`src/rtl/rmscg_pkg.sv`:
```
`timescale 1ns / 1ps
// ----------------------------------------------------------------------------
// rmscg_pkg: shared types and constants for the rms compressor gain block
// Holds the sequencer op codes, controller states, command struct,
// register indexes and the fixed-point constants of the gain path.
// ----------------------------------------------------------------------------
package rmscg_pkg;

   // width of the iteration counter in the controller
   localparam int CNT_W = 4;
   localparam int CSR_INDEX_W = 3;
   localparam int CSR_DATA_W = 24;

   // fixed-point constants
   localparam logic [24:0] UNITY_GAIN = 25'd16777216;
   localparam logic signed [16:0] DB_FLOOR = -17'sd36864;
   localparam logic [16:0] DB_FLOOR_MAG = 17'd36864;
   localparam logic [31:0] DB_PER_LOG2_Q16 = 32'd197283;
   localparam logic [31:0] LOG2_10_OVER_20_Q24 = 32'd2786635;
   localparam logic [31:0] LN2_Q30 = 32'd744261118;
   localparam logic [30:0] ONE_Q30 = 31'd1073741824;
   localparam int LOG_FRAC_BITS = 16;
   localparam int SERIES_TERMS = 9;

   // configuration register indexes
   localparam logic [CSR_INDEX_W-1:0] CSR_ATTACK = 3'd0;
   localparam logic [CSR_INDEX_W-1:0] CSR_RELEASE = 3'd1;
   localparam logic [CSR_INDEX_W-1:0] CSR_SLOPE = 3'd2;
   localparam logic [CSR_INDEX_W-1:0] CSR_THRESHOLD = 3'd3;
   localparam logic [CSR_INDEX_W-1:0] CSR_MAKEUP = 3'd4;

   // datapath operations, one per cycle; OP_NONE while the sequencer waits
   typedef enum logic [4:0] {
      OP_NONE,
      OP_LOAD,
      OP_SQ,
      OP_TAV,
      OP_E_HI,
      OP_E_LO,
      OP_S_HI,
      OP_S_LO,
      OP_ENV_WB,
      OP_NORM,
      OP_MINIT,
      OP_LSQ,
      OP_LUPD,
      OP_DBMUL,
      OP_DBWB,
      OP_GMUL,
      OP_EMUL,
      OP_EWB,
      OP_YMUL,
      OP_YWB,
      OP_HMUL,
      OP_HDIV,
      OP_HQ,
      OP_GFIN,
      OP_WSEL,
      OP_SM1,
      OP_SM2,
      OP_SMWB,
      OP_OM1,
      OP_OM2,
      OP_OUT
   } op_type;

   // controller states
   typedef enum logic [4:0] {
      S_IDLE,
      S_SQ,
      S_TAV,
      S_E_HI,
      S_E_LO,
      S_S_HI,
      S_S_LO,
      S_ENV_WB,
      S_NORM,
      S_MINIT,
      S_LSQ,
      S_LUPD,
      S_DBMUL,
      S_DBWB,
      S_GMUL,
      S_EMUL,
      S_EWB,
      S_YMUL,
      S_YWB,
      S_HMUL,
      S_HDIV,
      S_HQ,
      S_GFIN,
      S_WSEL,
      S_SM1,
      S_SM2,
      S_SMWB,
      S_OM1,
      S_OM2,
      S_OUT
   } state_type;

   // command from controller to datapath
   typedef struct packed {
      op_type op;
      logic [CNT_W-1:0] idx;
   } cmd_type;

   // floor(2^32/k) for the series divisors; k of one bypasses the multiply
   function automatic logic [31:0] div_recip(logic [CNT_W-1:0] k);
      logic [31:0] r;
      case (k)
         4'd2: r = 32'd2147483648;
         4'd3: r = 32'd1431655765;
         4'd4: r = 32'd1073741824;
         4'd5: r = 32'd858993459;
         4'd6: r = 32'd715827882;
         4'd7: r = 32'd613566756;
         4'd8: r = 32'd536870912;
         4'd9: r = 32'd477218588;
         default: r = 32'd0;
      endcase
      return r;
   endfunction

endpackage

```
`src/rtl/rmscg_ctrl.sv`:
```
`timescale 1ns / 1ps
// ----------------------------------------------------------------------------
// rmscg_ctrl: sequencer for the rms compressor gain block
// Walks one item through the datapath op by op, counts the loop passes
// and owns the input ready and the result valid.
// ----------------------------------------------------------------------------
module rmscg_ctrl #(
   parameter int SAMPLE_WIDTH = 24
) (
   input  logic clock,
   input  logic reset,
   input  logic req_valid,
   output logic req_ready,
   output logic rsp_valid,
   input  logic rsp_ready,
   output rmscg_pkg::cmd_type cmd
);

   localparam int NORM_STEPS = $clog2(2 * SAMPLE_WIDTH);
   localparam logic [rmscg_pkg::CNT_W-1:0] NORM_LAST =
      rmscg_pkg::CNT_W'(NORM_STEPS - 1);
   localparam logic [rmscg_pkg::CNT_W-1:0] LOG_LAST =
      rmscg_pkg::CNT_W'(rmscg_pkg::LOG_FRAC_BITS - 1);
   localparam logic [rmscg_pkg::CNT_W-1:0] SERIES_FIRST =
      rmscg_pkg::CNT_W'(rmscg_pkg::SERIES_TERMS);

   rmscg_pkg::state_type state_ff, state_in;
   logic [rmscg_pkg::CNT_W-1:0] cnt_ff, cnt_in;
   logic rsp_valid_ff, rsp_valid_in;
   logic out_fire;

   // state, counter and result valid registers
   always_ff @(posedge clock) begin
      if (reset) begin
         state_ff <= rmscg_pkg::S_IDLE;
         cnt_ff <= '0;
         rsp_valid_ff <= 1'b0;
      end else begin
         state_ff <= state_in;
         cnt_ff <= cnt_in;
         rsp_valid_ff <= rsp_valid_in;
      end
   end

   // next state and command
   always_comb begin
      state_in = state_ff;
      cnt_in = cnt_ff;
      cmd.op = rmscg_pkg::OP_NONE;
      cmd.idx = cnt_ff;
      out_fire = 1'b0;
      case (state_ff)
         rmscg_pkg::S_IDLE: begin
            if (req_valid) begin
               cmd.op = rmscg_pkg::OP_LOAD;
               state_in = rmscg_pkg::S_SQ;
            end
         end
         rmscg_pkg::S_SQ: begin
            cmd.op = rmscg_pkg::OP_SQ;
            state_in = rmscg_pkg::S_TAV;
         end
         rmscg_pkg::S_TAV: begin
            cmd.op = rmscg_pkg::OP_TAV;
            state_in = rmscg_pkg::S_E_HI;
         end
         rmscg_pkg::S_E_HI: begin
            cmd.op = rmscg_pkg::OP_E_HI;
            state_in = rmscg_pkg::S_E_LO;
         end
         rmscg_pkg::S_E_LO: begin
            cmd.op = rmscg_pkg::OP_E_LO;
            state_in = rmscg_pkg::S_S_HI;
         end
         rmscg_pkg::S_S_HI: begin
            cmd.op = rmscg_pkg::OP_S_HI;
            state_in = rmscg_pkg::S_S_LO;
         end
         rmscg_pkg::S_S_LO: begin
            cmd.op = rmscg_pkg::OP_S_LO;
            state_in = rmscg_pkg::S_ENV_WB;
         end
         rmscg_pkg::S_ENV_WB: begin
            cmd.op = rmscg_pkg::OP_ENV_WB;
            cnt_in = NORM_LAST;
            state_in = rmscg_pkg::S_NORM;
         end
         rmscg_pkg::S_NORM: begin
            cmd.op = rmscg_pkg::OP_NORM;
            if (cnt_ff == '0) begin
               state_in = rmscg_pkg::S_MINIT;
            end else begin
               cnt_in = cnt_ff - 1'b1;
            end
         end
         rmscg_pkg::S_MINIT: begin
            cmd.op = rmscg_pkg::OP_MINIT;
            cnt_in = LOG_LAST;
            state_in = rmscg_pkg::S_LSQ;
         end
         rmscg_pkg::S_LSQ: begin
            cmd.op = rmscg_pkg::OP_LSQ;
            state_in = rmscg_pkg::S_LUPD;
         end
         rmscg_pkg::S_LUPD: begin
            cmd.op = rmscg_pkg::OP_LUPD;
            if (cnt_ff == '0) begin
               state_in = rmscg_pkg::S_DBMUL;
            end else begin
               cnt_in = cnt_ff - 1'b1;
               state_in = rmscg_pkg::S_LSQ;
            end
         end
         rmscg_pkg::S_DBMUL: begin
            cmd.op = rmscg_pkg::OP_DBMUL;
            state_in = rmscg_pkg::S_DBWB;
         end
         rmscg_pkg::S_DBWB: begin
            cmd.op = rmscg_pkg::OP_DBWB;
            state_in = rmscg_pkg::S_GMUL;
         end
         rmscg_pkg::S_GMUL: begin
            cmd.op = rmscg_pkg::OP_GMUL;
            state_in = rmscg_pkg::S_EMUL;
         end
         rmscg_pkg::S_EMUL: begin
            cmd.op = rmscg_pkg::OP_EMUL;
            state_in = rmscg_pkg::S_EWB;
         end
         rmscg_pkg::S_EWB: begin
            cmd.op = rmscg_pkg::OP_EWB;
            state_in = rmscg_pkg::S_YMUL;
         end
         rmscg_pkg::S_YMUL: begin
            cmd.op = rmscg_pkg::OP_YMUL;
            state_in = rmscg_pkg::S_YWB;
         end
         rmscg_pkg::S_YWB: begin
            cmd.op = rmscg_pkg::OP_YWB;
            cnt_in = SERIES_FIRST;
            state_in = rmscg_pkg::S_HMUL;
         end
         rmscg_pkg::S_HMUL: begin
            cmd.op = rmscg_pkg::OP_HMUL;
            state_in = rmscg_pkg::S_HDIV;
         end
         rmscg_pkg::S_HDIV: begin
            cmd.op = rmscg_pkg::OP_HDIV;
            state_in = rmscg_pkg::S_HQ;
         end
         rmscg_pkg::S_HQ: begin
            cmd.op = rmscg_pkg::OP_HQ;
            if (cnt_ff == rmscg_pkg::CNT_W'(1)) begin
               state_in = rmscg_pkg::S_GFIN;
            end else begin
               cnt_in = cnt_ff - 1'b1;
               state_in = rmscg_pkg::S_HMUL;
            end
         end
         rmscg_pkg::S_GFIN: begin
            cmd.op = rmscg_pkg::OP_GFIN;
            state_in = rmscg_pkg::S_WSEL;
         end
         rmscg_pkg::S_WSEL: begin
            cmd.op = rmscg_pkg::OP_WSEL;
            state_in = rmscg_pkg::S_SM1;
         end
         rmscg_pkg::S_SM1: begin
            cmd.op = rmscg_pkg::OP_SM1;
            state_in = rmscg_pkg::S_SM2;
         end
         rmscg_pkg::S_SM2: begin
            cmd.op = rmscg_pkg::OP_SM2;
            state_in = rmscg_pkg::S_SMWB;
         end
         rmscg_pkg::S_SMWB: begin
            cmd.op = rmscg_pkg::OP_SMWB;
            state_in = rmscg_pkg::S_OM1;
         end
         rmscg_pkg::S_OM1: begin
            cmd.op = rmscg_pkg::OP_OM1;
            state_in = rmscg_pkg::S_OM2;
         end
         rmscg_pkg::S_OM2: begin
            cmd.op = rmscg_pkg::OP_OM2;
            state_in = rmscg_pkg::S_OUT;
         end
         rmscg_pkg::S_OUT: begin
            // wait for the output register to be free
            if (!rsp_valid_ff || rsp_ready) begin
               cmd.op = rmscg_pkg::OP_OUT;
               out_fire = 1'b1;
               state_in = rmscg_pkg::S_IDLE;
            end
         end
         default: begin
            state_in = rmscg_pkg::S_IDLE;
         end
      endcase
   end

   // result valid holds until taken
   assign rsp_valid_in = out_fire || (rsp_valid_ff && !rsp_ready);

   assign req_ready = (state_ff == rmscg_pkg::S_IDLE);
   assign rsp_valid = rsp_valid_ff;

endmodule

```
`config.mk`:
```
export PLATFORM = sky130hd
export DESIGN_NAME = rmscg_ctrl
export DESIGN_NICKNAME = d
export VERILOG_FILES = /design/src/rtl/rmscg_pkg.sv /design/src/rtl/rmscg_ctrl.sv
export SDC_FILE = /design/constraint.sdc
export NUM_CORES = 1
export LEC_CHECK = 0
export BUFFER_PORTS_ARGS = -buffer_cell sky130_fd_sc_hd__buf_2
export CORE_MARGIN = 3
export CORE_UTILIZATION = 30
export CTS_CLUSTER_DIAMETER = 200
export DETAILED_ROUTE_END_ITERATION = 6
export PLACE_DENSITY = 0.45
export SYNTH_ARGS = -nofsm -noshare
export SYNTH_HDL_FRONTEND = slang
export SYNTH_SLANG_ARGS = --single-unit
```
`constraint.sdc`:
```
create_clock -name clock -period 3.6 [get_ports clock]
set_clock_uncertainty 0.2 [all_clocks]
set_input_delay 0.72 -clock clock [delete_from_list [all_inputs] [get_ports clock]]
set_output_delay 0.72 -clock clock [all_outputs]
set_load 0.02 [all_outputs]
```
Yosys cells after proc, flatten, opt, wreduce, memory -nomap -nowiden
Cells that the tools add are included.
Widths: inputs -> output; s select.
Word-level totals
  word-level logic and storage cells: 64
  register bits: 10
Operators by class
  reductions and logical operators: 11
  equality and inequality tests: 35
  muxes and demuxes: 14
  add/subtract/negate cells: 1
Operator list (count)
  $pmux 5 s30: 2
  $eq 5x5->1 const B: 14
  $eq 5x4->1 const B: 8
  $eq 5x3->1 const B: 4
  $mux 5: 4
  $pmux 4 s5: 1
  $eq 5x2->1 const B: 2
  $ne 2x2->1 const B: 5
  $mux 4: 2
  $mux 3: 2
  $reduce_and 3->1: 2
  $eq 5x1->1 const B: 1
  $logic_not 5->1: 1
  $reduce_bool 5->1: 1
  $eq 4x1->1 const B: 1
  $logic_not 4->1: 1
  $sub 4x1->4 const B: 1
  $mux 1: 3
  $logic_not 1->1: 2
  $logic_or 1x1->1: 2
  $reduce_or 2->1: 1
  $logic_and 1x1->1: 1

Longest topological paths before layout
  depth after elaboration: 5
  depth in mapped cells: 7

Worst setup path after synthesis
OpenSTA, ideal clock, no wires.
  path kind: reg-to-output
  start: reg state_ff[1]
  end: out cmd[6] (netlist name)
  arrival: 1.540 ns
  slack: 1.140 ns
  stages on the path, launching flop included: 6
  required time: 2.680 ns
  cells stage by stage: dfxtp_1 -> clkbuf_1 -> clkbuf_1 -> nand2_1 -> xor2_1 -> a31oi_1
RTL lines
  from (decl): RTL line rmscg_ctrl.sv:27  | rmscg_pkg::state_type state_ff, state_in;
  from (signal assigned): RTL line rmscg_ctrl.sv:35  | state_ff <= rmscg_pkg::S_IDLE;
  from (signal assigned): RTL line rmscg_ctrl.sv:39  | state_ff <= state_in;
  to (decl): RTL line rmscg_ctrl.sv:16  | output rmscg_pkg::cmd_type cmd

==> results_dict.tcl <==
set metrics [dict create \
    ir_drop_mv 0.2600 \
    htreeDepth 1 \
    yosysUniqueCellTypes 46 \
    clock_latency_ns 0.27 \
    ant_nets 0 \
    cp.arrival_ns 1.86 \
    synthesis.nets 135 \
    area.growth.synth_to_final_pct 8.540 \
    synth.area.mux_share_pct 0 \
    start_util_pct 32.11 \
    combinationalPowerShare_pct 57.3 \
    die_x_microns 61.03 \
    synth-seq-area-share_pct 22.04 \
    internal-power_mw 0.3649 \
    cts_buffers 3 \
    synth_xor_area_share_pct 2.893 \
    hold_class "reg -> reg" \
    yosys.area.top_type "dfxtp_1" \
    io_buffers 14 \
    grt_max_degree 20 \
    dr.first_iter.drc_count 29 \
    cts_tree "done" \
    grt_usage_pct 13.74 \
    yosysWarnings 0 \
    nFillCells 305 \
    relSlewSlack_pct 57.93 \
    fin_crit_sh_pct 77.27 \
    hold_path_depth 2 \
    path_max_fanout 18 \
    nets 142 \
    grt_pass1_wl_microns 3808 \
    synth.avg_cell_area_sq_um 7.097 \
    synth_top_family_by_area "simple AND/OR/NAND/NOR gates" \
    hpwl_microns 1664 \
    p_sw_share_pct 53.02 \
    rsz0062_at_grt "no" \
    diodes 0 \
    critPathLaunchType "flip-flop" \
    switchingPower_mw 0.4119 \
    p_clk_share_pct 10.5 \
    clock.fmax_mhz 359.5 \
    crit_type "reg -> out" \
    wirelength_microns 2276 \
    pwr-share-seq_pct 32.2 \
    setup.worst_path.end_class "primary output" \
    via_per_inst 5.780 \
    cts.repair.resized 0 \
    wl_per_cell_microns 13.88 \
    drc 0 \
    period_minus_slack_ns 2.782 \
    fin_tns_setup_ns 0 \
    ff2ff_path_depth 5 \
    routabilityCongestion 0.8109 \
    core_sq_um 2829 \
    drtPass1Iterations 4 \
    synthTopCellsByArea "dfxtp_1, o21ai_0, nand2_1" \
    pin_count 15 \
    worst_pin_slew_ns 0.6301 \
    synthArstFlopShare_pct 0 \
    synth_area_sq_um 908.4 \
    clock-sinks 10 \
    clk_pin_slew_ns 0.07 \
    synth-edff-count 0 \
    synth_cells 128 \
    status "completed" \
    ys.flop_type "dfxtp_1" \
    antenna_found_initial 0 \
    synthAdderAreaFrac_pct 5.234 \
    synth_compound_area_share_pct 29.61 \
    post_cts_buffers 0 \
    dieArea_sq_um 3724 \
    synth_top_area_share_pct 22.04 \
    std_cell_rows 19 \
    hold_buffers 0 \
    gr-total-overflow 0 \
    yosys.area_share.simple_pct 31.40 \
    power_per_cell_area_nw_per_um2 787.9 \
    maxCapViolCount 0 \
    clock_path_buffers 2 \
    cp_data_required_time_ns 2.68 \
    p_total_mw 0.7768 \
    first_global_vias 852 \
    power.leakage_nw 0.3960 \
    ys_seq_elements 10 \
    vias 948 \
    drive_above_1_share_pct 16.54 \
    hold_violations 0 \
    dieHeight_microns 61.03 \
    setup_viol 0 \
    clockRootBuffer "clkbuf_4" \
    final_max_slew_viol_count 0 \
]
## synthesized netlist by cell type (3+ instances only)
master / instances
nor3_1: 3
a21oi_1: 8
dfxtp_1: 10
a31oi_1: 6
nor2b_1: 4
clkbuf_1: 5
nand4_1: 3
nor2_1: 11
buf_2: 4
inv_1: 7
or3_1: 3
ha_1: 3
nand2_1: 12
o21ai_0: 11
## cell usage in the layout (no fill, tap or decap), drive strengths merged, types with 2 or more instances in the layout
cell	Yosys	final
a211oi	2	2
nor3b	2	2
or3	3	3
o21ai	11	11
clkbuf	5	3
a32oi	2	2
ha	3	3
nor3	3	3
xor2	2	2
buf	7	14
dfxtp	10	10
nor2	11	11
and2	2	2
nand2	12	12
nand4b	2	2
nor2b	4	4
nand4	3	3
and3	2	2
inv	7	7
a31oi	6	6
nand4bb	2	2
a21oi	8	8
## registers in the layout, summed over array words and instances, names as in the netlist
| register | count |
|---|---|
| cnt_ff | 4 |
| rsp_valid | 1 |
| state_ff | 5 |
## cells by family (layout without fill, tap and decap cells)
logic type | after synthesis | after routing
DFF | 10 | 10
adders and majority gates | 4 | 4
xor gates and xnor gates | 3 | 3
buffers and inverters | 19 | 24
and+or+nand+nor | 51 | 51
AOI/OAI and AO/OA | 41 | 41
## through the flow
stage | worst slack, ns | std cells | instance area [sq um] | utilization [%] | hold WS (ns)
2_1_floorplan | 1.140 | 128 | 908.4 | - | 0.3876
3_3_place_gp | 1.116 | 161 | 963.4 | 34.06 | 0.3078
3_5_place_dp | 1.136 | 161 | 963.4 | 34.06 | 0.3188
4_1_cts | 0.8299 | 164 | 985.9 | 34.85 | 0.3284
5_1_grt | 0.6421 | 164 | 985.9 | 34.85 | 0.3792
6_report | 0.8183 | 164 | 985.9 | 34.85 | 0.3287
## per-layer routing
metal	vias to the layer above	global-route usage (%)	part of all wire [%]
li1	479	-	-
met1	436	18.73	48
met2	31	21.30	46
met3	2	1.887	5.1
met4	0	6.502	0.79
met5	-	0	0
## cell type report
class / instances / area [sq um] / area share [%]
well taps: 31 / 38.79 / 3.934
inverters: 7 / 26.28 / 2.665
repair buffers: 14 / 70.07 / 7.107
multi-input cells: 99 / 628.1 / 63.71
flip-flops and latches: 10 / 200.2 / 20.30
clock buffers: 3 / 22.52 / 2.284
## worst max-delay path: stages, from the launching register on
cell,delay [ns]
dfxtp_1,0.70
nand2_1,0.25
or3_1,0.42
nand2_1,0.07
buf_2,0.16
## path summary, 6_finish.rpt
check                                              start                endpoint  slack [ns]
worst max-delay path            state_ff[0]$_SDFFE_PP0P_                  cmd[8]        0.82
worst min-delay path              cnt_ff[3]$_SDFFE_PP0P_  cnt_ff[3]$_SDFFE_PP0P_        0.33
worst max register to register  state_ff[3]$_SDFFE_PP0P_  cnt_ff[2]$_SDFFE_PP0P_        1.33
worst min register to register    cnt_ff[3]$_SDFFE_PP0P_  cnt_ff[3]$_SDFFE_PP0P_        0.33
## power groups by stage
stage	clock [mW]	sequential, mW	combinational, mW
3_5_place_dp	0	0.251	0.447
6_report	0.0814	0.250	0.445
5_1_grt	0.0881	0.262	0.500
2_1_floorplan	0	0.191	0.396
4_1_cts	0.0854	0.248	0.448
3_3_place_gp	0	0.252	0.455
No activity file was read; power rests on OpenSTA's default activity.
